===== src/design/lae_div.sv =====
`default_nettype none

// Pipelined restoring divider, one quotient bit per stage.
// Caller guarantees num < den << QW.
module lae_div #(
	parameter int QW = 16,
	parameter int NW = 43,
	parameter int DW = 27,
	parameter int SW = 17
) (
	input  wire logic          clk,
	input  wire logic          arst_n,
	input  wire logic          en,
	input  wire logic          in_valid,
	input  wire logic [NW-1:0] in_num,
	input  wire logic [DW-1:0] in_den,
	input  wire logic [SW-1:0] in_side,
	output logic               out_valid,
	output logic [QW-1:0]      out_quo,
	output logic [SW-1:0]      out_side
);

	logic          vld_s  [QW];
	logic [NW-1:0] rem_s  [QW];
	logic [DW-1:0] den_s  [QW];
	logic [QW-1:0] quo_s  [QW];
	logic [SW-1:0] side_s [QW];

	for (genvar k = 0; k < QW; k++) begin : g_stage
		localparam int B = QW - 1 - k;
		logic          src_v;
		logic [NW-1:0] src_rem;
		logic [DW-1:0] src_den;
		logic [QW-1:0] src_quo;
		logic [SW-1:0] src_side;
		logic [NW-1:0] shifted;
		logic          ge;
		logic [QW-1:0] quo_nx;

		if (k == 0) begin : g_first
			assign src_v    = in_valid;
			assign src_rem  = in_num;
			assign src_den  = in_den;
			assign src_quo  = '0;
			assign src_side = in_side;
		end else begin : g_next
			assign src_v    = vld_s[k-1];
			assign src_rem  = rem_s[k-1];
			assign src_den  = den_s[k-1];
			assign src_quo  = quo_s[k-1];
			assign src_side = side_s[k-1];
		end

		always_comb begin
			shifted   = NW'(src_den) << B;
			ge        = src_rem >= shifted;
			quo_nx    = src_quo;
			quo_nx[B] = ge;
		end

		always_ff @(posedge clk or negedge arst_n) begin
			if (!arst_n) begin
				vld_s[k] <= 1'b0;
			end else if (en) begin
				vld_s[k] <= src_v;
			end
		end

		always_ff @(posedge clk) begin
			if (en) begin
				rem_s[k]  <= ge ? src_rem - shifted : src_rem;
				den_s[k]  <= src_den;
				quo_s[k]  <= quo_nx;
				side_s[k] <= src_side;
			end
		end
	end

	assign out_valid = vld_s[QW-1];
	assign out_quo   = quo_s[QW-1];
	assign out_side  = side_s[QW-1];

endmodule

`default_nettype wire


===== config.mk =====
export PLATFORM = sky130hd
export DESIGN_NAME = lae_div
export DESIGN_NICKNAME = d
export VERILOG_FILES = /design/src/design/lae_div.sv
export SDC_FILE = /design/constraint.sdc
export NUM_CORES = 2
export LEC_CHECK = 0
export BUFFER_PORTS_ARGS = -buffer_cell sky130_fd_sc_hd__buf_4
export CAP_MARGIN = 20
export CORE_MARGIN = 2
export CORE_UTILIZATION = 51
export CTS_CLUSTER_SIZE = 30
export DETAILED_ROUTE_END_ITERATION = 6
export PLACE_DENSITY = 0.66
export SYNTH_ARGS = -nofsm -noshare
export SYNTH_HDL_FRONTEND = slang
export SYNTH_SLANG_ARGS = --single-unit

===== constraint.sdc =====
create_clock -name clk -period 3.4 [get_ports clk]
set_input_delay 0.68 -clock clk [delete_from_list [all_inputs] [get_ports clk]]
set_output_delay 0.68 -clock clk [all_outputs]
set_load 0.03 [all_outputs]

==> flow_metrics.py <==
metrics = {
    "sta": {
        "worst_pin_slew_ns": 0.755,
        "grt_setup_unrepaired": "yes",
        "slew_viol_final": 0,
        "finalHoldViolations": 0,
        "final_critical_path_setup_slack_ns": -0.0777,
        "relSlewSlack": 0.491,
        "timing.final.crit_period_ns": 3.48,
        "setup_violations": 16,
        "timing.clock.skew_ns": 0.0399,
        "clock.fmax_mhz": 288,
        "min_period_over_period": 1.02,
    },
    "yosys": {
        "syn_inst": 6208,
        "synth_nets": 6746,
        "netlist_area_um2": 74400,
        "async_reset_ff_frac": 0.0109,
        "post_synth_main_area_contributors": "sky130_fd_sc_hd__edfxtp_1 59%, sky130_fd_sc_hd__ha_1 7.3%, sky130_fd_sc_hd__a21oi_1 3.3%",
        "synth_largest_area_cell": "sky130_fd_sc_hd__edfxtp_1",
        "synthDistinctLibCells": 107,
        "avgSynthCellArea_um2": 12.0,
        "synthesis.yosys.warnings": 0,
        "synth_seq_area_share": 0.594,
        "synth-edff-count": 1458,
        "synth_most_common_cell": "sky130_fd_sc_hd__edfxtp_1",
        "synth_top_cell_area_share": 0.588,
        "ys_top_cells_by_count": "1458 x sky130_fd_sc_hd__edfxtp_1, 534 x sky130_fd_sc_hd__inv_1, 491 x sky130_fd_sc_hd__a21oi_1, 469 x sky130_fd_sc_hd__nand2_1, 432 x sky130_fd_sc_hd__ha_1",
        "synth_seq_cells": 1474,
        "ys_dominant_reg_cell": "sky130_fd_sc_hd__edfxtp_1",
    },
    "pwr": {
        "p_per_area_nw_per_um2": 807,
        "seq_power_share": 0.369,
        "power.net_switching_uw": 24800,
        "total_leakage_power_uw": 0.0368,
        "comb_power_share": 0.398,
        "cellInternalPower_uw": 49000,
        "switching_power_share_of_the_total": 0.337,
        "power.ir.vdd_worst_mv": 0.512,
        "post-layout-total-power_uw": 73800,
        "power.clock.fraction": 0.233,
    },
    "route": {
        "routed_via_density": 5.41,
        "first_iter_violations": 2630,
        "highest_layer": "met4",
        "remaining_drc_errors": 0,
        "wire_length_on_met1_mm": 57.5,
        "dr_wl_met3_mm": 4.51,
        "postRouteAntennaNets": 0,
        "drt_wl_total_mm": 164,
        "drt_pass1_iterations": 5,
        "routed_wire_length_per_instance_um": 17.8,
        "routed-wl-met2_mm": 92.4,
        "num_vias": 49900,
    },
    "grt": {
        "first_global_vias": 51100,
        "grt_pass1_wl_mm": 254,
        "overflow": 0,
        "grt.total_usage": 0.216,
        "maximum_number_of_pins_on_one_net_before_global_route_repair": 91,
        "grt_antenna_before_repair": 1,
    },
    "floorplan": {
        "dieHeight_um": 386,
        "placement_rows": 140,
        "ioPinCount": 125,
        "chipWidth_um": 386,
        "start_util": 0.513,
        "die_area_um2": 149000,
        "core_region_area_um2": 145000,
    },
    "clock_network": {
        "cts_tree": "done",
        "clock_tree.root_cell": "sky130_fd_sc_hd__clkbuf_16",
        "clock_path_buffers": 3,
        "clkSlewWorstSetupHoldPaths_ns": 0.06,
        "cts_made_buffers": 160,
        "cts-htree-levels": 4,
        "skew_pair_late_insertion_delay_ns": 0.79,
        "clock_sinks": 1474,
    },
    "cells_and_area": {
        "layout-drive-gt1-share": 0.214,
        "area.growth.synth_to_final_pct": 22.9,
        "ant_cells": 0,
        "final_net_count": 7710,
    },
    "worst_setup_path": {
        "cp_data_arrival_time_ns": 3.99,
        "worst-setup-path-type": "reg -> reg",
        "critical_path_peak_fanout": 2,
        "worstPathRequired_ns": 3.92,
        "startpoint_type": "flop",
        "timing.reg2reg.setup_slack_ns": -0.08,
        "end_kind": "flop",
    },
    "hold_path": {
        "timing.hold.worst.class": "in -> reg",
    },
    "flow_run": {
        "drv.max_cap_violation_count": 0,
    },
    "status": {
        "failed_checks": "setup timing",
        "outcome": "finished with violations",
    },
    "placement": {
        "portbufs": 124,
        "dp_hpwl_mm": 122,
        "detailedPlace.worstSlack_ns": -0.432,
        "finalWeightedCongestion": 0.936,
    },
}
## registers in the layout (all words and copies together), names as in the netlist
name           flops
rem_s            645
den_s            405
side_s           272
quo_s            136
g_stage.src_v     15
out_valid          1
## power groups by stage
stage,Sequential [µW],Combinational [µW],Clock [µW]
after floorplan,26700,18200,0
after global placement,27400,26700,0
after detailed placement,27500,27100,0
after CTS,27100,28100,17700
after global routing,27600,32400,18400
final,27200,29400,17200
## critical path: stages (launching register included)
cell	delay [ns]
sky130_fd_sc_hd__edfxtp_1	0.40
sky130_fd_sc_hd__ha_2	0.21
sky130_fd_sc_hd__fa_2	0.38
sky130_fd_sc_hd__nor2b_4	0.14
sky130_fd_sc_hd__o2111ai_2	0.13
sky130_fd_sc_hd__a31oi_1	0.20
sky130_fd_sc_hd__buf_4	0.15
sky130_fd_sc_hd__nand4_1	0.21
sky130_fd_sc_hd__a31oi_1	0.24
sky130_fd_sc_hd__buf_4	0.16
sky130_fd_sc_hd__nor2_2	0.04
sky130_fd_sc_hd__o211ai_1	0.20
sky130_fd_sc_hd__buf_4	0.16
sky130_fd_sc_hd__buf_6	0.09
sky130_fd_sc_hd__o211ai_1	0.10
sky130_fd_sc_hd__o41ai_1	0.27
sky130_fd_sc_hd__o21ai_1	0.12
## layout by cell type, fill, tap and decap left out, drive strengths merged, types with 104 or more instances in the layout
cell type and instances:
a21o 249, inv 542, ha 432, buf 927
o21ai 379, nand2 469, edfxtp 1458, nor2 394
nand3 104, xnor2 259, a21oi 495, clkbuf 201
xor2 197
## layer usage
layer | up-vias | GRT usage
li1 | 24900 | -
met1 | 23600 | 0.207
met2 | 975 | 0.426
met3 | 458 | 0.0302
met4 | 0 | 0.137
met5 | - | 0
## what timing repair did
item / CTS / global route
setup endpoints to repair: 351 / 368
hold endpoints to repair: 43 / 0
buffers inserted: 33 / 73
resized for setup: 144 / 288
hold buffers: 28 / 0
gates cloned: 4 / 10
pin swaps: 65 / 147
## cell type report
| cell class | instances | area (µm²) |
|---|---|---|
| inverter | 537 | 2020 |
| tap | 1917 | 2400 |
| clock inverter | 102 | 1140 |
| timing repair buffer | 964 | 8230 |
| clock buffer | 192 | 4190 |
| fill | 11200 | 53700 |
| sequential | 1474 | 44200 |
| multi-input combinational | 4035 | 29300 |
## stage by stage
stage | setup TNS, ns | std cells | utilization | cell area (µm²) | hold slack [ns]
2_1_floorplan | 0 | 6208 | - | 74400 | 0.384
3_3_place_gp | -31.24 | 8800 | 0.571 | 83000 | 0.400
3_5_place_dp | -47.25 | 8801 | 0.572 | 83000 | 0.405
4_1_cts | -0.802 | 9157 | 0.617 | 89600 | 0.000212
5_1_grt | -9.63 | 9221 | 0.630 | 91500 | 0.0166
6_report | -0.396 | 9221 | 0.630 | 91500 | 0.0752
## worst paths after layout
kind,start,cells after the start,endpoint
min in group asynchronous,arst_n,2,g_stage[15].src_v$_DFFE_PN0P_
hold / removal,in_side[15],1,side_s[0][15]$_DFFE_PP_
setup / recovery,den_s[0][27]$_DFFE_PP_,16,rem_s[0][128]$_DFFE_PP_
setup reg to reg,den_s[0][27]$_DFFE_PP_,16,rem_s[0][128]$_DFFE_PP_
hold reg to reg,quo_s[6][22]$_DFFE_PP_,0,quo_s[7][6]$_DFFE_PP_
max in group asynchronous,arst_n,2,g_stage[5].src_v$_DFFE_PN0P_
## kinds of logic after synthesis
kind of cell / synth area share
compound gates: 0.130
buf+inv: 0.0363
xor+xnor: 0.0537
fa+ha+maj: 0.0766
mux: 0.0113
flops: 0.594
simple gates: 0.0986
Power figures use the tool's default switching activity.
